$ cat src/rtl/cordic_sine_defines.svh
// ----------------------------------------------------------------------------
// cordic_sine_defines : assertion macros
// concurrent check macros, empty when SYNTH is defined
// ----------------------------------------------------------------------------
`ifndef CORDIC_SINE_DEFINES_SVH
`define CORDIC_SINE_DEFINES_SVH

`ifndef SYNTH
// check that is skipped while reset is high
`define CDSN_ASSERT(label, clk, rst, prop) \
  label: assert property (@(posedge clk) disable iff (rst) prop) \
    else $error("cordic_sine check failed");
// check that also runs during reset
`define CDSN_ASSERT_RST(label, clk, prop) \
  label: assert property (@(posedge clk) prop) \
    else $error("cordic_sine reset check failed");
`else
`define CDSN_ASSERT(label, clk, rst, prop)
`define CDSN_ASSERT_RST(label, clk, prop)
`endif

`endif

$ cat src/rtl/cdsn_pkg.sv
// ----------------------------------------------------------------------------
// cdsn_pkg
// widths, fixed-point constants, stage payload type and arctangent table
// ----------------------------------------------------------------------------
`timescale 1ns / 1ps

package cdsn_pkg;

  localparam int ANGLE_W    = 32;
  localparam int SINE_W     = 18;
  localparam int ZW         = 32;
  localparam int XYW        = 32;
  localparam int TABLE_LEN  = 24;
  localparam int CDSN_ITERATIONS = 16;
  localparam int OUT_SHIFT  = 14;

  // q28 angles
  localparam logic signed [ZW-1:0] ANG_PI      = 32'sd843314857;
  localparam logic signed [ZW-1:0] ANG_TWO_PI  = 32'sd1686629713;
  localparam logic signed [ZW-1:0] ANG_HALF_PI = 32'sd421657428;
  // q30 inverse gain
  localparam logic signed [XYW-1:0] GAIN_INV   = 32'sd652032874;
  localparam logic signed [XYW:0]   ROUND_BIAS = 33'sd8192;
  localparam logic signed [XYW:0]   SINE_MAX   = 33'sd65536;

  typedef struct packed {
    logic signed [XYW-1:0] x;
    logic signed [XYW-1:0] y;
    logic signed [ZW-1:0]  z;
    logic                  neg;
  } cdsn_rot_t;

  // atan(2^-i) in q28, rounded to nearest
  function automatic logic signed [ZW-1:0] atan_q28(input logic [4:0] idx);
    logic signed [ZW-1:0] v;
    unique case (idx)
      5'd0:  v = 32'sd210828714;
      5'd1:  v = 32'sd124459457;
      5'd2:  v = 32'sd65760959;
      5'd3:  v = 32'sd33381290;
      5'd4:  v = 32'sd16755422;
      5'd5:  v = 32'sd8385879;
      5'd6:  v = 32'sd4193963;
      5'd7:  v = 32'sd2097109;
      5'd8:  v = 32'sd1048571;
      5'd9:  v = 32'sd524287;
      5'd10: v = 32'sd262144;
      5'd11: v = 32'sd131072;
      5'd12: v = 32'sd65536;
      5'd13: v = 32'sd32768;
      5'd14: v = 32'sd16384;
      5'd15: v = 32'sd8192;
      5'd16: v = 32'sd4096;
      5'd17: v = 32'sd2048;
      5'd18: v = 32'sd1024;
      5'd19: v = 32'sd512;
      5'd20: v = 32'sd256;
      5'd21: v = 32'sd128;
      5'd22: v = 32'sd64;
      5'd23: v = 32'sd32;
      default: v = '0;
    endcase
    return v;
  endfunction

endpackage

$ cat src/rtl/cdsn_stage.sv
// ----------------------------------------------------------------------------
// cdsn_stage
// one registered cordic rotation with shift SHIFT
// ----------------------------------------------------------------------------
`timescale 1ns / 1ps

module cdsn_stage
  import cdsn_pkg::*;
#(
  parameter int SHIFT = 0
) (
  input  logic      clk,
  input  logic      rst,
  input  logic      in_valid,
  output logic      in_ready,
  input  cdsn_rot_t in_data,
  output logic      out_valid,
  input  logic      out_ready,
  output cdsn_rot_t out_data
);

  localparam logic signed [ZW-1:0] ATAN = atan_q28(5'(SHIFT));

  logic                  valid;
  cdsn_rot_t             data, data_next;
  logic signed [XYW-1:0] xs, ys;

  assign in_ready = !valid || out_ready;

  always_comb begin
    xs = in_data.x >>> SHIFT;
    ys = in_data.y >>> SHIFT;
    data_next.neg = in_data.neg;
    // rotate toward z = 0
    if (!in_data.z[ZW-1]) begin
      data_next.x = in_data.x - ys;
      data_next.y = in_data.y + xs;
      data_next.z = in_data.z - ATAN;
    end else begin
      data_next.x = in_data.x + ys;
      data_next.y = in_data.y - xs;
      data_next.z = in_data.z + ATAN;
    end
  end

  always_ff @(posedge clk) begin
    if (rst) begin
      valid <= 1'b0;
    end else if (in_ready) begin
      valid <= in_valid;
    end
  end

  always_ff @(posedge clk) begin
    if (in_ready && in_valid) data <= data_next;
  end

  assign out_valid = valid;
  assign out_data  = data;

endmodule

$ cat config.mk
export PLATFORM = sky130hd
export DESIGN_NAME = cdsn_stage
export DESIGN_NICKNAME = d
export VERILOG_FILES = /design/src/rtl/cordic_sine_defines.svh /design/src/rtl/cdsn_pkg.sv /design/src/rtl/cdsn_stage.sv
export SDC_FILE = /design/constraint.sdc
export NUM_CORES = 1
export LEC_CHECK = 0
export ABC_AREA = 1
export BUFFER_PORTS_ARGS = -buffer_cell sky130_fd_sc_hd__buf_2
export CAP_MARGIN = 20
export CORE_MARGIN = 5
export CORE_UTILIZATION = 59
export CTS_CLUSTER_SIZE = 14
export DETAILED_ROUTE_END_ITERATION = 7
export PLACE_DENSITY = 0.94
export SYNTH_ARGS = -nofsm -noshare
export SYNTH_HDL_FRONTEND = slang
export SYNTH_SLANG_ARGS = --single-unit
$ cat constraint.sdc
create_clock -name clk -period 6.6 [get_ports clk]
set_input_delay 0 -clock clk [delete_from_list [all_inputs] [get_ports clk]]
set_output_delay 0 -clock clk [all_outputs]
set_load 0.01 [all_outputs]
# ---- After elaboration in Yosys (flattened, before gate mapping)
# Cells that the tools add are included.
dict set report word_totals {
  reg_bits 98
  inputBits 101
  out_inout_bits 99
  wordCells 14
}
dict set report op_classes {
  reduce_logical 3
  addsub 5
  muxes 1
}
# cell n
set ops {}
lappend ops {{96-bit 2-to-1 mux} 1}
lappend ops {{32-bit subtractor} 2}
lappend ops {{32-bit by 29-bit adder with 32-bit output (second input constant)} 1}
lappend ops {{32-bit adder} 1}
lappend ops {{32-bit by 29-bit subtractor with 32-bit output (second input constant)} 1}
lappend ops {{1-bit logical AND} 1}
lappend ops {{1-bit logical NOT} 1}
lappend ops {{1-bit logical OR} 1}

# ---- Logic depth before layout (Yosys ltp)
dict set report depth {
  ltp_word 3
  mapped_depth 17
  depth_no_buf 16
}

# ---- Least setup slack after synthesis
# No wires, ideal clock.
dict set report synth_path {
  kind {register to register}
  startpoint {register valid, in the netlist out_valid}
  endpoint {register data (netlist bit out_data[0]) (enable)}
  setup_slack_ns 1.003
  path_stages_with_launch 2
  setup_time_ns 0.582
  arrival_ns 5.015
  path_cell_list {dfxtp_1 a21oi_1}
}
dict set report synth_via {
  elab_chain_cells 3
}
# element line_no
set synth_lines {}
lappend synth_lines {{start, declared} cdsn_stage.sv:24} ;# logic valid;
lappend synth_lines {{start signal, assigned} cdsn_stage.sv:50} ;# valid <= in_valid;
lappend synth_lines {{1-bit logical NOT} cdsn_stage.sv:28} ;# assign in_ready = !valid || out_ready;
lappend synth_lines {{1-bit logical OR} cdsn_stage.sv:28}
lappend synth_lines {{1-bit logical AND} cdsn_stage.sv:55} ;# if (in_ready && in_valid) data <= data_next;
lappend synth_lines {{end signal, assigned} cdsn_stage.sv:55}
lappend synth_lines {{end, declared} cdsn_stage.sv:25} ;# cdsn_rot_t data, data_next;
# Every way passes these cells.
# A chain may end at the register's enable or synchronous reset.

==> impl_results.md <==
* I/O Pins at 200
* Total power draw at about 0.0024 W
* Most frequent cell after synthesis: nand2_1
* Comb pwr share at 0.430
* Max Fclk at between 300 and 400 MHz
* Post-synth top cells: nand2_1 (713), inv_1 (364), nand3_1 (167), nor2_1 (143), ha_1 (123)
* Share of cells above drive strength 1 at 0.1108
* Type of the tightest min-delay check: in2reg
* CTS Sinks at 97
* Clock Skews at 0.01000 ns
* Syn Nets at 2,204
* Max incr delay on CP at approximately 0.7 ns
* Mapped Area at ~0.012 mm²
* Final setup fails at 0
* Die width at 153.4 µm
* Library cells used by synthesis at 38
* Antenna diodes at 0
* Status: completed
* Via/cell ratio at 5.557
* Asr flop ratio synth at 0
* Setup Buffers After CTS at 0
* Core area at 0.02023 mm²
* Clock Power Share at 0.237
* VDD IR max at 146.1 µV
* H-tree levels at 3
* Hold Vio Cnt, Final at 0
* Hold buffers post-CTS at 4
* Setup crit start: in_data[32]
* Die Ht at about 150 µm
* R2r startpoint: out_valid
* Gr ovfl total at 0
* Hold path cells at 2
* Vias in the first global route at 12,810
* Drt pass-1 iters at 6
* Final Net Count at about 2,400
* Crit-path cells: buf_2, buf_4, inv_2, buf_4, ha_1, nand2_1, o21ai_0, nor2_1, o21ai_2, nand3_1, nand3_1, nand2_1
* Sw Share at 0.4273
* Avg Cell Area, Syn at slightly above 6 µm²
* Total vias in the final route at 13,490
* Synth Instances at roughly 2,000
* Crit. path cell count at 12
* Worst Setup End Kind: flop
* Net load switching power at 0.001035 W
* Share of the synthesized area in the top cell type at 0.2376
* Clk slew on worst S/H paths at 0.08 ns
* Drt wl/cell at about 17 µm
* RSZ-0062 raised after global routing: false
* Internal power at about 0.0014 W
* Highest net fanout along the worst path at 73
* Flop pwr share at 0.333
* P_leak at 7.663 nW
* Worst-Margin Slew at 0.9782 ns
* Post_cts resized at 0
* Port-buffer cells at 199
* Max Buffers Root-to-Sink at 2
* Setup TNS at 0 ns
* Final Cycle Share at 0.4870
* Routed WL at about 42,000 µm
* Synth-to-Final Area Change at 12.23%
* WP data arrival at 3.34 ns
* Fin crit period at 3.214 ns
* Buf/Inv on CP at 4
* Ys flop type: edfxtp_1
* FP Rows at 52
* Worst skew pair latency at about 0.37 ns
* Starting Density at 0.5997
* GPL Wtd Cong at 0.9814
* Slew HR at 0.3464
* CTS Buf Count at 9
* Crit path launch type: primary input
* Worst hold path startpoint: in_data[2]
* Max-Cap Viols at 0
* Biggest area consumer among synthesized cells: edfxtp_1
* YS warnings at 0
* DP HPWL at 34,030 µm
* Die ar. at 0.02354 mm²
* EDFF count, synth at 96
* Top cells by area, synth: edfxtp_1 (24%), nand2_1 (22%), ha_1 (13%)
* Final slew viol count at 0
* Post-route DRC at 0
* Largest net degree at the start of global routing at 74
* Clock root buffer: clkbuf_16
* First-pass GRT wire length at 64,780 µm
* CP delay by family, top: buffers and inverters
* Critical path's slowest cell: buf_4
* Reg2reg path depth at 2
* TritonCTS clock tree: done
* Initial antenna violation count at 0
* 1st-iter DRT viols at 1,287
* Critical path class: in2reg
* GR Util All Layers at 0.3407
* Seq/Total Area, Yosys at 0.2392
* Pwr dens at 177.8 mW/mm²
* Synthesized flop and latch total at between 90 and 100
* Final antenna-violating net count at 0
* Worst EP required at approximately 6.7 ns
[layout make-up]
type | instances | area (µm²)
tap | 270 | 337.8
multi-input combinational | 1473 | 7644
timing repair buffer | 206 | 1059
clock inverter | 7 | 81.33
fill | 1840 | 6615
inverter | 365 | 1370
sequential | 97 | 2903
clock buffer | 9 | 225.2
[power groups by stage]
stage	registers [W]	logic (W)	clock network, W
3_3_place_gp	0.000820	0.000992	0
6_report	0.000807	0.00104	0.000574
3_5_place_dp	0.000821	0.00101	0
2_1_floorplan	0.000857	0.000641	0
4_1_cts	0.000807	0.00102	0.000574
5_1_grt	0.000813	0.00115	0.000600
[layer usage]
layer  GRT usage  wire, µm  vias to the layer above
li1            -         -                     6560
met1      0.4248     16340                     6084
met2      0.6001     19790                      731
met3     0.03195      3455                      113
met4      0.1493      1939                        0
met5           0         0                        -
[stage by stage]
stage | util | cell area, µm² | instances | hold slack, ns | setup WS, ns
after floorplan | - | 12140 | 1976 | 0.06907 | 1.003
after global placement | 0.6559 | 13270 | 2407 | 0.1547 | 3.203
after detailed placement | 0.6559 | 13270 | 2407 | 0.1579 | 3.186
after CTS | 0.6731 | 13620 | 2427 | 0.02191 | 3.567
after global routing | 0.6731 | 13620 | 2427 | 0.04250 | 3.271
final | 0.6731 | 13620 | 2427 | 0.03495 | 3.386
[path summary, 6_finish.rpt]
| path | end | slack (ns) |
|---|---|---|
| hold / removal | out_data[2] | 0.03 |
| setup / recovery | out_data[23] | 3.39 |
| setup reg to reg | out_data[59] | 4.16 |
| hold reg to reg | out_data[1] | 0.88 |
[flip-flops by register name (all words and copies together) (netlist names)]
signal	cells
out_data	96
out_valid	1
[logic make-up (layout without fill, tap and decap cells)]
logic type	Yosys count	count (layout)	share of synthesized area
compound gates	209	209	0.09310
xor+xnor	46	46	0.03320
fa+ha+maj	127	127	0.1334
buf+inv	406	587	0.1319
flops	97	97	0.2392
simple gates	1091	1091	0.3692
[layout by cell type, fill, tap and decap left out, types with 2 or more instances in the layout]
cell type / n
o21a_1: 10
o21bai_1: 11
inv_1: 363
clkinv_4: 2
inv_2: 2
nor2_2: 7
inv_8: 2
xor2_1: 42
nand2_1: 713
nand3_1: 167
a31oi_1: 4
and2_1: 3
o21ai_2: 3
buf_4: 3
nand3b_1: 6
xnor2_1: 4
nand3b_2: 2
a21o_1: 2
nand2_2: 4
fa_1: 4
clkinv_8: 2
nor2_1: 143
a21oi_1: 110
o21ai_0: 62
edfxtp_1: 96
dlygate4sd3_1: 4
ha_1: 123
clkbuf_16: 9
buf_2: 199
nand4_1: 25
nor3_1: 17
o22ai_1: 4
No activity file was read; power rests on OpenSTA's default activity.
