File: config.mk
export PLATFORM = sky130hd
export DESIGN_NAME = cdsn_reduce
export DESIGN_NICKNAME = d
export VERILOG_FILES = /design/src/rtl/cordic_sine_defines.svh /design/src/rtl/cdsn_pkg.sv /design/src/rtl/cdsn_reduce.sv
export SDC_FILE = /design/constraint.sdc
export NUM_CORES = 1
export LEC_CHECK = 0
export ABC_AREA = 0
export BUFFER_PORTS_ARGS = -buffer_cell sky130_fd_sc_hd__clkbuf_2
export CORE_UTILIZATION = 50
export DETAILED_ROUTE_END_ITERATION = 8
export GPL_ROUTABILITY_DRIVEN = 0
export PLACE_DENSITY = 0.75
export SLEW_MARGIN = 25
export SYNTH_ARGS = -nofsm -noshare
export SYNTH_HDL_FRONTEND = slang
export SYNTH_SLANG_ARGS = --single-unit
File: constraint.sdc
create_clock -name clk -period 3 [get_ports clk]
set_input_delay 0.15 -clock clk [delete_from_list [all_inputs] [get_ports clk]]
set_output_delay 0.15 -clock clk [all_outputs]
set_load 0.02 [all_outputs]
File: src/rtl/cordic_sine_defines.svh
// ----------------------------------------------------------------------------
// cordic_sine_defines : assertion macros
// concurrent check macros, empty when SYNTH is defined
// ----------------------------------------------------------------------------
`ifndef CORDIC_SINE_DEFINES_SVH
`define CORDIC_SINE_DEFINES_SVH

`ifndef SYNTH
// check that is skipped while reset is high
`define CDSN_ASSERT(label, clk, rst, prop) \
  label: assert property (@(posedge clk) disable iff (rst) prop) \
    else $error("cordic_sine check failed");
// check that also runs during reset
`define CDSN_ASSERT_RST(label, clk, prop) \
  label: assert property (@(posedge clk) prop) \
    else $error("cordic_sine reset check failed");
`else
`define CDSN_ASSERT(label, clk, rst, prop)
`define CDSN_ASSERT_RST(label, clk, prop)
`endif

`endif

File: src/rtl/cdsn_pkg.sv
// ----------------------------------------------------------------------------
// cdsn_pkg
// widths, fixed-point constants, stage payload type and arctangent table
// ----------------------------------------------------------------------------
`timescale 1ns / 1ps

package cdsn_pkg;

  localparam int ANGLE_W    = 32;
  localparam int SINE_W     = 18;
  localparam int ZW         = 32;
  localparam int XYW        = 32;
  localparam int TABLE_LEN  = 24;
  localparam int CDSN_ITERATIONS = 16;
  localparam int OUT_SHIFT  = 14;

  // q28 angles
  localparam logic signed [ZW-1:0] ANG_PI      = 32'sd843314857;
  localparam logic signed [ZW-1:0] ANG_TWO_PI  = 32'sd1686629713;
  localparam logic signed [ZW-1:0] ANG_HALF_PI = 32'sd421657428;
  // q30 inverse gain
  localparam logic signed [XYW-1:0] GAIN_INV   = 32'sd652032874;
  localparam logic signed [XYW:0]   ROUND_BIAS = 33'sd8192;
  localparam logic signed [XYW:0]   SINE_MAX   = 33'sd65536;

  typedef struct packed {
    logic signed [XYW-1:0] x;
    logic signed [XYW-1:0] y;
    logic signed [ZW-1:0]  z;
    logic                  neg;
  } cdsn_rot_t;

  // atan(2^-i) in q28, rounded to nearest
  function automatic logic signed [ZW-1:0] atan_q28(input logic [4:0] idx);
    logic signed [ZW-1:0] v;
    unique case (idx)
      5'd0:  v = 32'sd210828714;
      5'd1:  v = 32'sd124459457;
      5'd2:  v = 32'sd65760959;
      5'd3:  v = 32'sd33381290;
      5'd4:  v = 32'sd16755422;
      5'd5:  v = 32'sd8385879;
      5'd6:  v = 32'sd4193963;
      5'd7:  v = 32'sd2097109;
      5'd8:  v = 32'sd1048571;
      5'd9:  v = 32'sd524287;
      5'd10: v = 32'sd262144;
      5'd11: v = 32'sd131072;
      5'd12: v = 32'sd65536;
      5'd13: v = 32'sd32768;
      5'd14: v = 32'sd16384;
      5'd15: v = 32'sd8192;
      5'd16: v = 32'sd4096;
      5'd17: v = 32'sd2048;
      5'd18: v = 32'sd1024;
      5'd19: v = 32'sd512;
      5'd20: v = 32'sd256;
      5'd21: v = 32'sd128;
      5'd22: v = 32'sd64;
      5'd23: v = 32'sd32;
      default: v = '0;
    endcase
    return v;
  endfunction

endpackage

File: src/rtl/cdsn_reduce.sv
// ----------------------------------------------------------------------------
// cdsn_reduce
// three-stage angle reduction: modulo 2*pi, wrap to [-pi, pi], fold to +-pi/2
// ----------------------------------------------------------------------------
`timescale 1ns / 1ps

module cdsn_reduce
  import cdsn_pkg::*;
(
  input  logic                      clk,
  input  logic                      rst,
  input  logic                      in_valid,
  output logic                      in_ready,
  input  logic signed [ANGLE_W-1:0] angle,
  output logic                      out_valid,
  input  logic                      out_ready,
  output cdsn_rot_t                 out_data
);

  logic                 va, vb, vc;
  logic                 rdy_a, rdy_b, rdy_c;
  logic signed [ZW-1:0] za, zb, zc;
  logic                 nc;
  logic signed [ZW-1:0] za_next, zb_next, zc_next;
  logic                 nc_next;

  assign rdy_c    = !vc || out_ready;
  assign rdy_b    = !vb || rdy_c;
  assign rdy_a    = !va || rdy_b;
  assign in_ready = rdy_a;

  // truncating remainder, quotient is at most one in magnitude
  always_comb begin
    if (angle >= ANG_TWO_PI) begin
      za_next = angle - ANG_TWO_PI;
    end else if (angle <= -ANG_TWO_PI) begin
      za_next = angle + ANG_TWO_PI;
    end else begin
      za_next = angle;
    end
  end

  always_comb begin
    if (za > ANG_PI) begin
      zb_next = za - ANG_TWO_PI;
    end else if (za < -ANG_PI) begin
      zb_next = za + ANG_TWO_PI;
    end else begin
      zb_next = za;
    end
  end

  always_comb begin
    nc_next = 1'b0;
    zc_next = zb;
    if (zb > ANG_HALF_PI) begin
      zc_next = zb - ANG_PI;
      nc_next = 1'b1;
    end else if (zb < -ANG_HALF_PI) begin
      zc_next = zb + ANG_PI;
      nc_next = 1'b1;
    end
  end

  always_ff @(posedge clk) begin
    if (rst) begin
      va <= 1'b0;
      vb <= 1'b0;
      vc <= 1'b0;
    end else begin
      if (rdy_a) va <= in_valid;
      if (rdy_b) vb <= va;
      if (rdy_c) vc <= vb;
    end
  end

  always_ff @(posedge clk) begin
    if (rdy_a && in_valid) za <= za_next;
    if (rdy_b && va) zb <= zb_next;
    if (rdy_c && vb) begin
      zc <= zc_next;
      nc <= nc_next;
    end
  end

  always_comb begin
    out_valid    = vc;
    out_data.x   = GAIN_INV;
    out_data.y   = '0;
    out_data.z   = zc;
    out_data.neg = nc;
  end

endmodule

-- Yosys cells after proc, flatten, opt, wreduce, memory -nomap -nowiden
Cells that the tools add are included.
- bits in latches: 0
- bits in registers: 100
- ROM bits: 0
- output and inout port bits: 99
- memories kept: 0
- bits of input ports: 36
- logic and storage cells: 35
- memory bits (writable): 0
- add/subtract/negate cells: 6
- $lt $le $gt $ge: 6
- multiplexer cells: 7
- eq/ne operators: 0
- shifts and indexed selects: 0
- bitwise operators: 0
- reduce and logical (&&, ||, !) cells: 9
- $mul: 0
- div/mod/pow operators: 0
- operator list (kind ; count):
    $mux 32 ; 6
    $add 32x32->32 const B ; 2
    $sub 32x32->32 const B ; 2
    $add 32x31->32 const B ; 1
    $ge 32x32->1 const B ; 1
    $gt 32x30->1 const B ; 1
    $gt 32x31->1 const B ; 1
    $le 32x32->1 const B ; 1
    $lt 32x30->1 const B ; 1
    $lt 32x31->1 const B ; 1
    $sub 32x31->32 const B ; 1
    $logic_and 1x1->1 ; 3
    $logic_not 1->1 ; 3
    $logic_or 1x1->1 ; 3
    $mux 1 ; 1

-- Logic depth before layout (Yosys ltp)
- depth in word-level cells: 5
- mapped depth: 10
- depth with buffers taken out: 9

-- Worst setup path after synthesis
Ideal clock, no wire load.
- path kind: register to register
- start point: register vc, in the netlist out_valid
- end point: register zb[0] (enable)
- buffers on the path: 0
- library setup time: 0.470 ns
- slack: -0.416 ns
- data arrival time: 2.946 ns
- cell stages (with the launch flop): 3
- path through: dfxtp_1 -> nor2b_1 -> a21boi_0
- cells in the longest elaborated chain, start to end: 4
- ends and longest elaborated chain (what ; RTL line ; RTL):
    start, declared ; cdsn_reduce.sv:20 ; logic va, vb, vc;
    start signal, assigned ; cdsn_reduce.sv:73 ; if (rdy_c) vc <= vb;
    $logic_not 1->1 ; cdsn_reduce.sv:27 ; assign rdy_c = !vc || out_ready;
    $logic_or 1x1->1 ; cdsn_reduce.sv:27 ;
    $logic_or 1x1->1 ; cdsn_reduce.sv:28 ; assign rdy_b = !vb || rdy_c;
    $logic_and 1x1->1 ; cdsn_reduce.sv:79 ; if (rdy_b && va) zb <= zb_next;
    end signal, assigned ; cdsn_reduce.sv:79 ;
    end, declared ; cdsn_reduce.sv:22 ; logic signed [ZW-1:0] za, zb, zc;
Every way passes these cells.
A chain may end at the register's enable or synchronous reset.

-- Worst setup path in the final report
- start point: register zb[14]
- end point: register zc[28] (data pin)
- cells in the longest elaborated chain, start to end: 3
- ends and longest elaborated chain (what ; RTL line ; RTL):
    $add 32x31->32 / $lt 32x30->1 (equally long branches) ; cdsn_reduce.sv:60, cdsn_reduce.sv:59 ;
    $mux 32 ; cdsn_reduce.sv:59 ; end else if (zb < -ANG_HALF_PI) begin
    $mux 32 (*) ; cdsn_reduce.sv:56 ; if (zb > ANG_HALF_PI) begin
    named net zc_next[28] ; cdsn_reduce.sv:24 ; logic signed [ZW-1:0] za_next, zb_next, zc_next;
    end signal, assigned ; cdsn_reduce.sv:81 ; zc <= zc_next;
    end, declared ; cdsn_reduce.sv:22 ;
Mark *: on every way through the listed nets, which the timed path passes. The rest lies on a longest branch.

==> out/qor_table.md <==
| Parameter | This run | Unit |
|:---|:---|:---|
| Sequential share of the synthesized area | 36.2 | % |
| Drt drc | 0 | - |
| Number of buffer cells added on primary ports | 70 | - |
| Internal portion of total power | 2.80 | mW |
| Multiplexer area fraction after synthesis | 0.244 | % |
| Effective utilization at floorplan | 51.5 | % |
| Mapped Cells | 934 | - |
| Pin count of the biggest net entering global routing | 34 | - |
| Total via count in the routed design | 7030 | - |
| Synthesized-area fraction occupied by adder cells | 1.37 | % |
| Start of the worst register-to-register path | zb[14] | - |
| Cts bufs inserted | 9 | - |
| Routed WL | 17400 | um |
| Synthesis-to-layout area growth | 10.0 | % |
| Finish-stage setup viols | 0 | - |
| Min cycle time layout | 2.86 | ns |
| Switch share | 32.3 | % |
| Cell at the root of the clock tree | clkbuf_16 | - |
| Total congestion overflow | 0 | - |
| Run status | finished clean | - |
| Flop2flop setup slack | 0.14 | ns |
| Register clock-pin slew on the reported worst setup and hold paths | 0.06 | ns |
| Type of the worst setup path | reg -> reg | - |
| Die X | 130 | um |
| Share of final-layout standard cells stronger than drive strength 1 | 16.7 | % |
| CTS tree | done | - |
| Initial antenna violation count | 0 | - |
| Max rail drop VDD | 0.308 | mV |
| Most used DFF post-synth | edfxtp_1 | - |
| Worst hold path type | in -> reg | - |
| Fillcell total | 1440 | - |
| Synthesized area per cell | 8.80 | sq um |
| Element type at the critical path start | register | - |
| Required time at the endpoint of the critical path | 3.10 | ns |
| Area fraction in compound gates after synthesis | 22.4 | % |
| TNS Setup | 0 | ns |
| Buffer levels on the longest clock path | 2 | - |
| Count of flip-flops with a built-in enable after synthesis | 97 | - |
| Final Skew | 0.00934 | ns |
| Number of distinct standard cells referenced by the synthesized netlist | 83 | - |
| Setup repair after global routing missed its margin | false | - |
| Number of global-route vias before repair | 6250 | - |
| Hold path startpoint | in_valid | - |
| Endpoint of the most critical register-to-register path | zc[28] | - |
| Total routing resource utilization after global routing | 21.8 | % |
| Net switching power of the design | 1.33 | mW |
| P per Cell Area | 457 | mW/mm^2 |
| Combinational family with the most area after synthesis | compound AO/OA/AOI/OAI gates | - |
| Clock share of power | 25.6 | % |
| Post-Route Hold Slack | 0.0792 | ns |
| Proportion of register bits with asynchronous set or reset after synthesis | 0 | % |
| Endpoints failing hold | 0 | - |
| Net total in the final layout | 1043 | - |
| Max Clock Freq | 0.349 | GHz |
| Type of element capturing the critical path | register | - |
| Critical-path maximum fanout | 5 | - |
| Average wire per standard cell | 14.3 | um |
| Sequential cell area | 0.00297 | sq mm |
| Share of the cycle needed by the critical path after routing | 95.5 | % |
| Fraction of power consumed by combinational cells | 29.5 | % |
| DR pass1 iterations | 5 | - |
| Post-detail-place hpwl | 13200 | um |
| Top-level I/O count | 135 | - |
| Setup repair bufs after CTS | 0 | - |
| Area of the multi-input gates | 0.00464 | sq mm |
| Post-synthesis simple-gate area fraction | 20.0 | % |
| Source-to-sink clock delay at the later pin of the worst-skew pair | 0.36 | ns |
| Mapped Area | 0.00822 | sq mm |
| Number of cell instances on the worst register-to-register path | 8 | - |
| Arrival time worst endpoint | 2.97 | ns |
| Cell depth of the worst min-delay path | 3 | - |
| Proportion of power drawn by flip-flops and latches | 44.9 | % |
| Xor/xnor share of the synthesized area | 9.17 | % |
| Measured slew at the worst slew-check pin | 0.574 | ns |
| Final ANT Viol Nets | 0 | - |
| First-pass GRT wire length | 29500 | um |
| Area of the core | 0.0159 | sq mm |
| Synthesis Warnings | 0 | - |
| Clock Sink Count | 100 | - |
| Critical path origin | zb[14] | - |
| Per-cell via count in the routed design | 5.77 | - |
| Number of rows created at floorplan | 46 | - |
| Flop and latch count out of synthesis | 100 | - |
| Max-cap check violation count | 0 | - |
| Total Die Area | 0.0169 | sq mm |
| Worst max-slew margin expressed relative to the limit | 61.7 | % |
| Number of max-slew violations in the final report | 0 | - |
| Number of levels the H-tree was split into | 3 | - |
| Diodes inserted | 0 | - |
| Leakage power total | 3.37 | nW |
| Die Y | 130 | um |
| End point of the critical path | zc[28] | - |
| Iter 0 DRT Violations | 732 | - |
routing by layer:
layer	up-vias	track usage (%)	part of all wire [%]
met1	3213	27.8	44
met3	46	2.75	5.2
met5	-	0	0
li1	3484	-	-
met4	0	10.7	3.1
met2	287	36.4	47
flip-flops by register name, indices dropped and copies added, names as in the netlist:
signal	cells
nc	1
out_valid	1
va	1
vb	1
za	32
zb	32
zc	32
final cells by class:
cell class              count  area share, %
clock buffers              14           2.81
flip-flops and latches    100           32.9
inverters                  20          0.830
multi-input cells         738           51.3
repair buffers            129           9.02
well taps                 216           2.99
clock inverters             2          0.138
critical path, cell delays in order (launching register included):
cell,delay (ns)
edfxtp_1,0.46
or4_1,0.56
buf_4,0.17
or3_1,0.34
o31a_1,0.35
a31oi_1,0.30
or2_2,0.19
a21boi_0,0.10
xnor2_1,0.14
layout by cell type (no fill, tap or decap), drive strengths merged, types with 8 or more instances in the layout:
cell,count
edfxtp,97
clkbuf,84
nand2,68
nor2,66
conb,64
buf,58
o21ai,53
a21oi,50
xnor2,50
xor2,36
nand3,32
nor3,27
inv,20
nand4,18
a31oi,15
o31ai,13
or4,12
and2,11
a21o,11
o22ai,11
o211ai,11
nor4,11
and3,10
or3,9
o21a,9
a22oi,9
ha,9
a211oi,9
nand2b,8
power groups by stage:
| stage | clock, mW | combinational [mW] | sequential, mW |
|---|---|---|---|
| floorplan | 0 | 0.996 | 1.84 |
| global placement | 0 | 1.18 | 1.88 |
| detailed placement | 0 | 1.20 | 1.88 |
| CTS | 1.09 | 1.20 | 1.85 |
| global route | 1.12 | 1.36 | 1.88 |
| finish | 1.06 | 1.22 | 1.86 |
logic make-up (layout without fill, tap and decap cells):
group / after synthesis / count (layout)
compound gates: 265 / 265
simple gates: 312 / 312
flops: 100 / 100
buf+inv: 158 / 165
mux: 2 / 2
fa+ha+maj: 9 / 9
other cells: 2 / 64
xor+xnor: 86 / 86
Yosys cell counts, types with 10 or more instances:
cell      instances  area [sq um]
edfxtp_1         97          2910
o22ai_1          11          68.8
nand2_1          68           255
nor2_1           65           244
xor2_1           36           315
clkbuf_1         64           240
a21oi_1          50           250
or4_1            10          75.1
a21o_1           11          82.6
a31oi_1          15          93.8
nand3_1          32           160
nor4_1           10          62.6
nand4_1          18           113
xnor2_1          50           438
o31ai_1          11          82.6
o211ai_1         11          82.6
nor3_1           26           130
and2_1           11          68.8
o21ai_0          49           245
inv_1            20          75.1
buf_4            65           488
and3_1           10          62.6
what timing repair did:
item	in CTS	in global routing
gates resized for setup	0	3
hold buffers	1	0
endpoints found under the hold margin	3	0
endpoints found under the setup margin	0	27
worst min path at each step:
stage	to	slack [ns]
after floorplan	va	0.22
final	va	0.08
after global placement	va	0.35
after global routing	va	0.12
after CTS	va	0.08
after detailed placement	va	0.35
stage by stage:
| stage | setup slack (ns) | power [mW] | cell area [sq um] | utilization, % | cells |
|---|---|---|---|---|---|
| floorplan | 0.182 | 2.84 | 8450 | - | 996 |
| global placement | 0.108 | 3.06 | 8730 | 54.7 | 1201 |
| CTS | 0.0916 | 4.14 | 9000 | 56.5 | 1218 |
| detailed placement | 0.103 | 3.08 | 8730 | 54.7 | 1201 |
| finish | 0.136 | 4.14 | 9040 | 56.7 | 1219 |
| global route | 0.00341 | 4.35 | 9040 | 56.7 | 1219 |
No activity file was read; power rests on OpenSTA's default activity.
