**src/rtl/cordic_sine_defines.svh**
```systemverilog
// ----------------------------------------------------------------------------
// cordic_sine_defines : assertion macros
// concurrent check macros, empty when SYNTH is defined
// ----------------------------------------------------------------------------
`ifndef CORDIC_SINE_DEFINES_SVH
`define CORDIC_SINE_DEFINES_SVH

`ifndef SYNTH
// check that is skipped while reset is high
`define CDSN_ASSERT(label, clk, rst, prop) \
  label: assert property (@(posedge clk) disable iff (rst) prop) \
    else $error("cordic_sine check failed");
// check that also runs during reset
`define CDSN_ASSERT_RST(label, clk, prop) \
  label: assert property (@(posedge clk) prop) \
    else $error("cordic_sine reset check failed");
`else
`define CDSN_ASSERT(label, clk, rst, prop)
`define CDSN_ASSERT_RST(label, clk, prop)
`endif

`endif

```
**src/rtl/cdsn_pkg.sv**
```systemverilog
// ----------------------------------------------------------------------------
// cdsn_pkg
// widths, fixed-point constants, stage payload type and arctangent table
// ----------------------------------------------------------------------------
`timescale 1ns / 1ps

package cdsn_pkg;

  localparam int ANGLE_W    = 32;
  localparam int SINE_W     = 18;
  localparam int ZW         = 32;
  localparam int XYW        = 32;
  localparam int TABLE_LEN  = 24;
  localparam int CDSN_ITERATIONS = 16;
  localparam int OUT_SHIFT  = 14;

  // q28 angles
  localparam logic signed [ZW-1:0] ANG_PI      = 32'sd843314857;
  localparam logic signed [ZW-1:0] ANG_TWO_PI  = 32'sd1686629713;
  localparam logic signed [ZW-1:0] ANG_HALF_PI = 32'sd421657428;
  // q30 inverse gain
  localparam logic signed [XYW-1:0] GAIN_INV   = 32'sd652032874;
  localparam logic signed [XYW:0]   ROUND_BIAS = 33'sd8192;
  localparam logic signed [XYW:0]   SINE_MAX   = 33'sd65536;

  typedef struct packed {
    logic signed [XYW-1:0] x;
    logic signed [XYW-1:0] y;
    logic signed [ZW-1:0]  z;
    logic                  neg;
  } cdsn_rot_t;

  // atan(2^-i) in q28, rounded to nearest
  function automatic logic signed [ZW-1:0] atan_q28(input logic [4:0] idx);
    logic signed [ZW-1:0] v;
    unique case (idx)
      5'd0:  v = 32'sd210828714;
      5'd1:  v = 32'sd124459457;
      5'd2:  v = 32'sd65760959;
      5'd3:  v = 32'sd33381290;
      5'd4:  v = 32'sd16755422;
      5'd5:  v = 32'sd8385879;
      5'd6:  v = 32'sd4193963;
      5'd7:  v = 32'sd2097109;
      5'd8:  v = 32'sd1048571;
      5'd9:  v = 32'sd524287;
      5'd10: v = 32'sd262144;
      5'd11: v = 32'sd131072;
      5'd12: v = 32'sd65536;
      5'd13: v = 32'sd32768;
      5'd14: v = 32'sd16384;
      5'd15: v = 32'sd8192;
      5'd16: v = 32'sd4096;
      5'd17: v = 32'sd2048;
      5'd18: v = 32'sd1024;
      5'd19: v = 32'sd512;
      5'd20: v = 32'sd256;
      5'd21: v = 32'sd128;
      5'd22: v = 32'sd64;
      5'd23: v = 32'sd32;
      default: v = '0;
    endcase
    return v;
  endfunction

endpackage

```
**src/rtl/cdsn_round.sv**
```systemverilog
// ----------------------------------------------------------------------------
// cdsn_round
// output register: round y to q16, apply fold sign, saturate
// ----------------------------------------------------------------------------
`timescale 1ns / 1ps

module cdsn_round
  import cdsn_pkg::*;
(
  input  logic                     clk,
  input  logic                     rst,
  input  logic                     in_valid,
  output logic                     in_ready,
  input  cdsn_rot_t                in_data,
  output logic                     out_valid,
  input  logic                     out_ready,
  output logic signed [SINE_W-1:0] sine
);

  logic                     valid;
  logic signed [SINE_W-1:0] sine_q;
  logic signed [XYW:0]      biased, rounded, signed_val;
  logic signed [SINE_W-1:0] sine_next;

  assign in_ready = !valid || out_ready;

  always_comb begin
    biased  = {in_data.y[XYW-1], in_data.y} + ROUND_BIAS;
    rounded = biased >>> OUT_SHIFT;
    signed_val = in_data.neg ? -rounded : rounded;
    if (signed_val > SINE_MAX) begin
      sine_next = SINE_W'(SINE_MAX);
    end else if (signed_val < -SINE_MAX) begin
      sine_next = SINE_W'(-SINE_MAX);
    end else begin
      sine_next = signed_val[SINE_W-1:0];
    end
  end

  always_ff @(posedge clk) begin
    if (rst) begin
      valid <= 1'b0;
    end else if (in_ready) begin
      valid <= in_valid;
    end
  end

  always_ff @(posedge clk) begin
    if (in_ready && in_valid) sine_q <= sine_next;
  end

  assign out_valid = valid;
  assign sine      = sine_q;

endmodule
```
**config.mk**
```make
export PLATFORM = sky130hd
export DESIGN_NAME = cdsn_round
export DESIGN_NICKNAME = d
export VERILOG_FILES = /design/src/rtl/cordic_sine_defines.svh /design/src/rtl/cdsn_pkg.sv /design/src/rtl/cdsn_round.sv
export SDC_FILE = /design/constraint.sdc
export NUM_CORES = 1
export LEC_CHECK = 0
export ABC_CLOCK_PERIOD_IN_PS = 3100
export BUFFER_PORTS_ARGS = -buffer_cell sky130_fd_sc_hd__buf_2
export CORE_MARGIN = 4
export CORE_UTILIZATION = 40
export DETAILED_ROUTE_END_ITERATION = 8
export GPL_TIMING_DRIVEN = 0
export PLACE_DENSITY = 0.8
export SLEW_MARGIN = 20
export SYNTH_ARGS = -nofsm -noshare
export SYNTH_HDL_FRONTEND = slang
export SYNTH_SLANG_ARGS = --single-unit
```
**constraint.sdc**
```tcl
create_clock -name clk -period 3.1 [get_ports clk]
set_input_delay 0.31 -clock clk [delete_from_list [all_inputs] [get_ports clk]]
set_output_delay 0.31 -clock clk [all_outputs]
set_load 0.03 [all_outputs]
```
Word-level counts from Yosys, hierarchy flattened
Index checks and enable logic that the tools add are counted.
{ "totals": {"word_cells": 13, "input_bits": 101, "reg_bits": 19, "out_inout_bits": 20} }
{ "classes": {"n_addsub": 2, "n_reduce_logical": 4, "mux": 2, "order_cmp": 2} }
{ "op_table": {"columns": ["operator", "count"], "rows": [
  ["32-bit by 15-bit adder with 33-bit output (second input constant)", 1],
  ["33-bit by 18-bit greater-than comparator with 1-bit output (second input constant)", 1],
  ["33-bit by 17-bit < comparator with 1-bit output (second input constant)", 1],
  ["33-bit two-way mux", 1],
  ["19-bit negation with 33-bit output", 1],
  ["18-bit two-way mux", 1],
  ["2-bit OR reduction", 1],
  ["1-bit logical AND", 1],
  ["1-bit logical NOT", 1],
  ["1-bit logical OR", 1]
]} }

Logic depth before layout (Yosys ltp)
Gate-level depths: netlist of run 1.
{ "depth": {"ltp_word": 5, "ltp_mapped": 15, "mapped_depth_nobuf": 12} }

Least setup slack after synthesis of run 1
Ideal clock, no wire load.
{ "synth_path": {"kind": "input -> register", "startpoint": "in in_data[46] (netlist name)", "endpoint": "reg sine_q[0] (netlist: sine[0]) (data pin)", "path_slack_ns": -0.324, "t_required_ns": 2.846, "arrival_time_ns": 3.170, "setup_time_ns": 0.254, "cell_stages": 15, "n_path_buf": 3, "cell_sequence": "ha_1 clkbuf_1 xnor2_1 ha_1 nand2_1 nor3_1 a31oi_1 a2111o_1 buf_2 nor4b_1 mux2i_1 o211ai_2 a21oi_2 buf_6 nor2_1"} }
{ "synth_via": {"elab_chain_cells": 5, "elab_cells_between_ends": 6, "cone_classes": "add/sub: 2; order compare: 2; mux: 1; reduce/logical: 1"} }
{ "synth_lines": {"columns": ["item", "line", "text"], "rows": [
  ["start, declared", "cdsn_round.sv:14", "input cdsn_rot_t in_data,"],
  ["32-bit by 15-bit adder with 33-bit output (*)", "cdsn_round.sv:28", "biased = {in_data.y[XYW-1], in_data.y} + ROUND_BIAS;"],
  ["19-bit negation with 33-bit output", "cdsn_round.sv:30", "signed_val = in_data.neg ? -rounded : rounded;"],
  ["33-bit two-way mux (*)", "cdsn_round.sv:30", null],
  ["33-bit by 18-bit greater-than comparator with 1-bit output or 33-bit by 17-bit < comparator with 1-bit output (tied branches)", "cdsn_round.sv:31, cdsn_round.sv:33", null],
  ["2-bit OR reduction (no source line)", null, null],
  ["end signal, assigned", "cdsn_round.sv:49", "if (in_ready && in_valid) sine_q <= sine_next;"],
  ["end, declared", "cdsn_round.sv:21", "logic signed [SINE_W-1:0] sine_q;"]
]} }
Every way passes the cells marked *; elsewhere a longest branch is shown, timed or not.
A chain may end at the register's enable or synchronous reset.

Worst setup path after layout of run 1
{ "layout_path": {"startpoint": "in in_data[46] (netlist name)", "endpoint": "reg sine_q[12] (netlist: sine[12]) (data pin)"} }
Same word-level chain as after synthesis.

==> results.tsv, run 1 <==
metric	value	unit
FILL cells	528	
Worst setup EP type	register	
Final Critical Period	2.92	ns
CTS Buffer Depth	2	
CP Launch Point	in_data[46]	
CTS Root Cell	clkbuf_8	
antenna violations before repair	0	
global route total overflow	0	
Top FF cell, synth	edfxtp_1	
final period utilization	94.3	%
final WL	5710	um
Min Hold Slack	0.219	ns
io pins	121	
worst path arrival time	2.93	ns
number of global-route vias before repair	2016	
reg2reg end	sine[2]	
largest family of logic cells by synthesized area	simple AND/OR/NAND/NOR gates	
clk_skew	0.000467	ns
Vias/cell	5.56	
WP data required	3.11	ns
Sink Count	19	
fin. max-slew vios	0	
post-synthesis async set-or-reset flop share	0	%
Synth Area in Simple Gates	35.8	%
Cell Area, Synth	2320	um^2
Critical Path End	sine[12]	
Yosys reg bits	19	
die width	84.2	um
syn nets	387	
die area	7100	um^2
Max IR drop VDD	0.000196	V
mux cell area share after synthesis	1.29	%
routed vias	2273	
number of distinct library cells after synthesis	66	
Max FO, Critical Path	8	
CP Class	input pin to register	
Hold Path Class	input pin to register	
share of cells above drive strength 1	33.2	%
R2R setup slack	1.74	ns
adder-cell share of the synthesized area	1.08	%
CTS tree	done	
Synth Area in Compound Gates	17.2	%
clk slew on worst S/H paths	0.06	ns
hold-fix buffers at CTS	0	
XOR/XNOR Fraction of Synth Area	15.1	%
Initial Util	41.7	%
DRC	0	
# setup viols final	0	
Max Freq	342	MHz
outcome	completed	
sequential share of the synthesized area	24.1	%
NumNets Final	441	
largest net degree at the start of global routing	19	
Seq. cell area	561	um^2
worst skew pair latency	0.25	ns
Rel. slew slack	53.6	%
drt pass-1 iters	5	
Area Growth Syn to Fin	27.7	%
Synth top area share	23.3	%
utilization after layout	53.3	%
post-route ant nets	0	
number of synthesized flops with an enable pin	18	
WL/cell	14.0	um
first-pass GRT wire length	9290	um
unrepaired setup endpoints after global routing	no	
syn_area_per_cell	8.19	um^2
max cap viols	0	
Final Hold Viols	0	
Yosys top cell by area	edfxtp_1	
CTS buffer count	3	
synth warn	0	
CTS H-Tree Depth	1	
PortBufs	35	
top post-synthesis cells by area	edfxtp_1 23%, xnor2_1 9.4%, nand2_1 6.1%	
core area	5570	um^2
Post-Syn Instances	284	
row cnt	27	
Worst R2R Path Depth	2	
HPWL Detailed	4200	um
Worst-Margin Slew	0.697	ns
Non-Filler Instances	409	
R2R Path Start	out_valid	
setup TNS	0	ns
initial DRC count	202	
Die Y	84.2	um
area of the multi-input gates	1840	um^2
Pwr Density	269	nW/um^2
Placed Cells	391	
n_diodes	0	
GPL Wtd Cong	0.895	
LEAKAGE	1.09	nW
overall routing resource usage	15.1	%
startpoint types	input pin	
-- kinds of logic (layout without fill, tap and decap cells) --
kind of cell | Yosys count | count (layout)
flops | 19 | 19
xor+xnor | 40 | 40
compound gates | 54 | 54
simple gates | 144 | 144
mux | 3 | 3
fa+ha+maj | 2 | 2
buf+inv | 22 | 75
-- routing by layer --
layer	vias up	global-route usage (%)	routed length, um
met5	-	0	0
met4	0	4.24	58
met3	7	1.47	296
met2	70	26.0	2830
met1	1044	20.1	2520
li1	1152	-	-
-- sequential cells by signal, summed over array words and instances (netlist names) --
name	flops
out_valid	1
sine	18
-- layout by cell type (no fill, tap or decap), types with 3 or more instances in the layout --
master    instances
a21o_1            3
a21oi_1          10
a31oi_1           4
and3_1            7
buf_2            36
buf_4            16
buf_6             7
clkbuf_1          6
clkbuf_8          3
edfxtp_1         18
inv_1             4
mux2i_1           3
nand2_1          36
nand3_1          13
nand4_1           8
nor2_1           23
nor2_2            8
nor3_1            5
nor3_4            3
nor3b_1           3
nor4_1            5
nor4_4            3
o21ai_0           9
or3_1             3
xnor2_1          24
xor2_1           12
xor2_2            3
-- area by class of cell --
type | count | share of cell area (%)
clock buffers | 4 | 1.52
flip-flops and latches | 19 | 18.9
multi-input cells | 243 | 61.9
well taps | 72 | 3.03
plain buffers | 16 | 3.71
repair buffers | 51 | 10.5
inverters | 4 | 0.506
-- how the worst min path moves through the flow --
| stage | from | to | slack [ns] | cells after the start |
|---|---|---|---|---|
| 2_1_floorplan | rst | out_valid | 0.38 | 1 |
| 3_3_place_gp | rst | out_valid | 0.47 | 2 |
| 3_5_place_dp | rst | out_valid | 0.48 | 2 |
| 4_1_cts | rst | out_valid | 0.22 | 2 |
| 5_1_grt | rst | out_valid | 0.22 | 2 |
| 6_report | rst | out_valid | 0.22 | 2 |
-- power breakdown --
part	internal (mW)	leakage [nW]	switching, mW	total (mW)
Sequential	0.307	0.187	0.00386	0.311
Clock	0.0910	0.0228	0.0672	0.158
Combinational	0.121	0.879	0.208	0.329
-- worst max-delay path, stage by stage --
cell,delay [ns]
buf_6,0.12
ha_4,0.18
buf_4,0.14
and3_4,0.21
nor3_4,0.19
a22oi_2,0.08
a2111o_1,0.48
buf_6,0.17
nor4b_4,0.22
mux2i_1,0.24
o211ai_2,0.13
a21oi_4,0.24
buf_6,0.17
nor2_2,0.04
-- synth_stat cells, types with 2 or more instances --
cell type / instances
nand2_1: 38
xor2_1: 15
nor2_2: 7
a31oi_1: 5
xnor2_1: 25
nand3_1: 14
nor2_1: 24
and3_1: 8
clkbuf_1: 7
a21o_1: 3
nand2b_1: 2
o211ai_2: 2
buf_6: 3
nand4_1: 8
nor4_2: 2
nor4_4: 2
o21a_1: 2
o21ai_0: 9
o31ai_1: 2
ha_1: 2
and2_1: 2
or2_2: 2
nor3_1: 8
a21oi_2: 2
or4_1: 2
buf_2: 4
a41oi_1: 2
inv_1: 4
nor3b_1: 3
or3_1: 3
edfxtp_1: 18
and4_1: 2
nor4_1: 6
nand3_2: 2
a21oi_1: 10
mux2i_1: 3
a22oi_1: 2
-- through the flow --
step,power [mW],worst slack [ns],area (um^2)
2_1_floorplan,0.536,0.0304,2380
3_3_place_gp,0.602,-0.439,2640
3_5_place_dp,0.607,-0.480,2640
4_1_cts,0.789,0.00745,2860
5_1_grt,0.847,0.00177,2970
6_report,0.798,0.176,2970
-- timing repair --
item	CTS	global route
gates resized for setup	17	16
pin swaps	7	10
cloned	1	0
setup endpoints to repair	15	16
setup buffers	10	5
Note: power is estimated with default switching activity, not from simulation.
==> run 2: changes to the inputs <==
--- a/config.mk
+++ b/config.mk
@@ -12,6 +12,7 @@
 export DETAILED_ROUTE_END_ITERATION = 8
 export GPL_TIMING_DRIVEN = 0
 export PLACE_DENSITY = 0.8
+export RECOVER_POWER = 100
 export SLEW_MARGIN = 20
 export SYNTH_ARGS = -nofsm -noshare
 export SYNTH_HDL_FRONTEND = slang
==> run 2 against run 1 <==
  * Register-to-register slack got worse by 0.22 ns
  * Sequential power hardly changed
  * Maximum frequency grew 0.12%
  * Wire length grew 0.65%
  * Cell count stayed put
  * Sequential share of layout area up 0.23 points
  * Worst hold slack improved by 0.00078 ns
  * Power fell by 0.81%
  * Die area is the same
  * Critical path type unchanged
  * Critical endpoint unchanged
==> results.tsv, run 2 (synthesis gave the netlist of run 1 again) <==
metric	value	unit
Worst-Margin Slew	1.00	ns
largest net degree at the start of global routing	19	
core area	5570	um^2
PortBufs	35	
Max Freq	342	MHz
CTS tree	done	
LEAKAGE	1.03	nW
Area Growth Syn to Fin	26.2	%
final period utilization	94.2	%
first-pass GRT wire length	9290	um
end of the worst hold path	out_valid	
NumNets Final	441	
fin. max-slew vios	0	
startpoint types	input pin	
Pwr Density	270	nW/um^2
Initial Util	41.7	%
Most common cell on crit path	buf_6	
final WL	5750	um
most common cell after layout, fill and taps aside	nand2_1	
R2R setup slack	1.52	ns
Crit path max-delay family	compound AO/OA/AOI/OAI gates	
max cap viols	0	
setup TNS	0	ns
CP max-delay cell	a2111o_1	
CTS buffer count	3	
global route total overflow	0	
Sink Count	19	
reg2reg end	sine[2]	
CP Launch Point	in_data[46]	
total power	0.791	mW
WL/cell	14.0	um
Hold Path Depth	2	
number of global-route vias before repair	2016	
HP Start	rst	
Max FO, Critical Path	8	
met3 Resource Use GR	1.47	%
GR Util met1	20.1	%
Hold Path Class	input pin to register	
Placed Cells	391	
DRC	0	
outcome	completed	
CTS Root Cell	clkbuf_8	
n_diodes	0	
GRT Max-Usage Layer	met2	
Max IR drop VDD	0.000195	V
Rel. slew slack	33.1	%
worst path arrival time	2.93	ns
unrepaired setup endpoints after global routing	no	
Die Y	84.2	um
antenna violations before repair	0	
clk slew on worst S/H paths	0.06	ns
commonest cells after routing, fill and taps aside	36 x nand2_1, 27 x clkbuf_1, 26 x nor2_1, 24 x xnor2_1, 18 x edfxtp_1	
die width	84.2	um
HPWL Detailed	4200	um
global routing met2 resource utilization	26.0	%
sequence of cells on the critical path	buf_6, ha_4, buf_4, and3_4, nor3_4, a22oi_2, a2111o_1, buf_6, nor4b_4, mux2i_1, o211ai_2, a21oi_4, buf_6, nor2_1	
FILL cells	542	
overall routing resource usage	15.1	%
die area	7100	um^2
CTS H-Tree Depth	1	
io pins	121	
GPL Wtd Cong	0.895	
largest stage delay on the critical path	0.48	ns
Vias/cell	5.55	
Non-Filler Instances	409	
CP bufs+invs	4	
Worst setup EP type	register	
Largest register FFs	18	
routed vias	2270	
CTS Buffer Depth	2	
clk_skew	0.000468	ns
WP data required	3.11	ns
Final Critical Period	2.92	ns
post-route ant nets	0	
worst skew pair latency	0.25	ns
R2R Path Start	out_valid	
# setup viols final	0	
CP Class	input pin to register	
Worst R2R Path Depth	2	
initial DRC count	201	
share of cells above drive strength 1	26.1	%
row cnt	27	
drt pass-1 iters	5	
Final Hold Viols	0	
-- run 2: timing repair --
item / CTS / global route
buffers inserted: 10 / 5
gates resized for setup: 17 / 16
hold buffers: 0 / 0
pin swaps: 7 / 10
cloned: 1 / 0
setup endpoints to repair: 15 / 16
-- run 2: layout make-up --
type	instances	area (um^2)	area share, %
plain buffers	16	110	3.75
clock buffers	4	45.0	1.54
inverters	4	15.0	0.512
multi-input cells	243	1830	62.4
flip-flops and latches	19	561	19.1
well taps	72	90.1	3.07
repair buffers	51	283	9.64
-- run 2: metal layers --
metal / up-vias / wire, um
met5: - / 0
met4: 0 / 69
met3: 7 / 388
met2: 80 / 2790
met1: 1033 / 2490
li1: 1150 / -
-- run 2: how the worst max path moves through the flow --
stage | end | depth (start not counted)
detailed placement | sine[0] | 13
finish | sine[12] | 14
floorplan | sine[0] | 15
global route | sine[12] | 14
CTS | sine[5] | 16
global placement | sine[9] | 13
-- run 2: where the power goes --
part	leakage [nW]	switching, mW	internal [mW]
clock network	0.0228	0.0675	0.0910
registers	0.187	0.00455	0.307
logic	0.817	0.207	0.114
total	1.03	0.279	0.513
-- run 2: metrics by stage --
stage	hold WS (ns)	utilization [%]	instance area [um^2]	setup slack (ns)
finish	0.219	52.6	2930	0.180
global route	0.219	52.6	2930	0.00389
CTS	0.216	51.4	2860	0.00745
detailed placement	0.484	47.4	2640	-0.480
global placement	0.468	47.4	2640	-0.439
floorplan	0.379	-	2380	0.0304
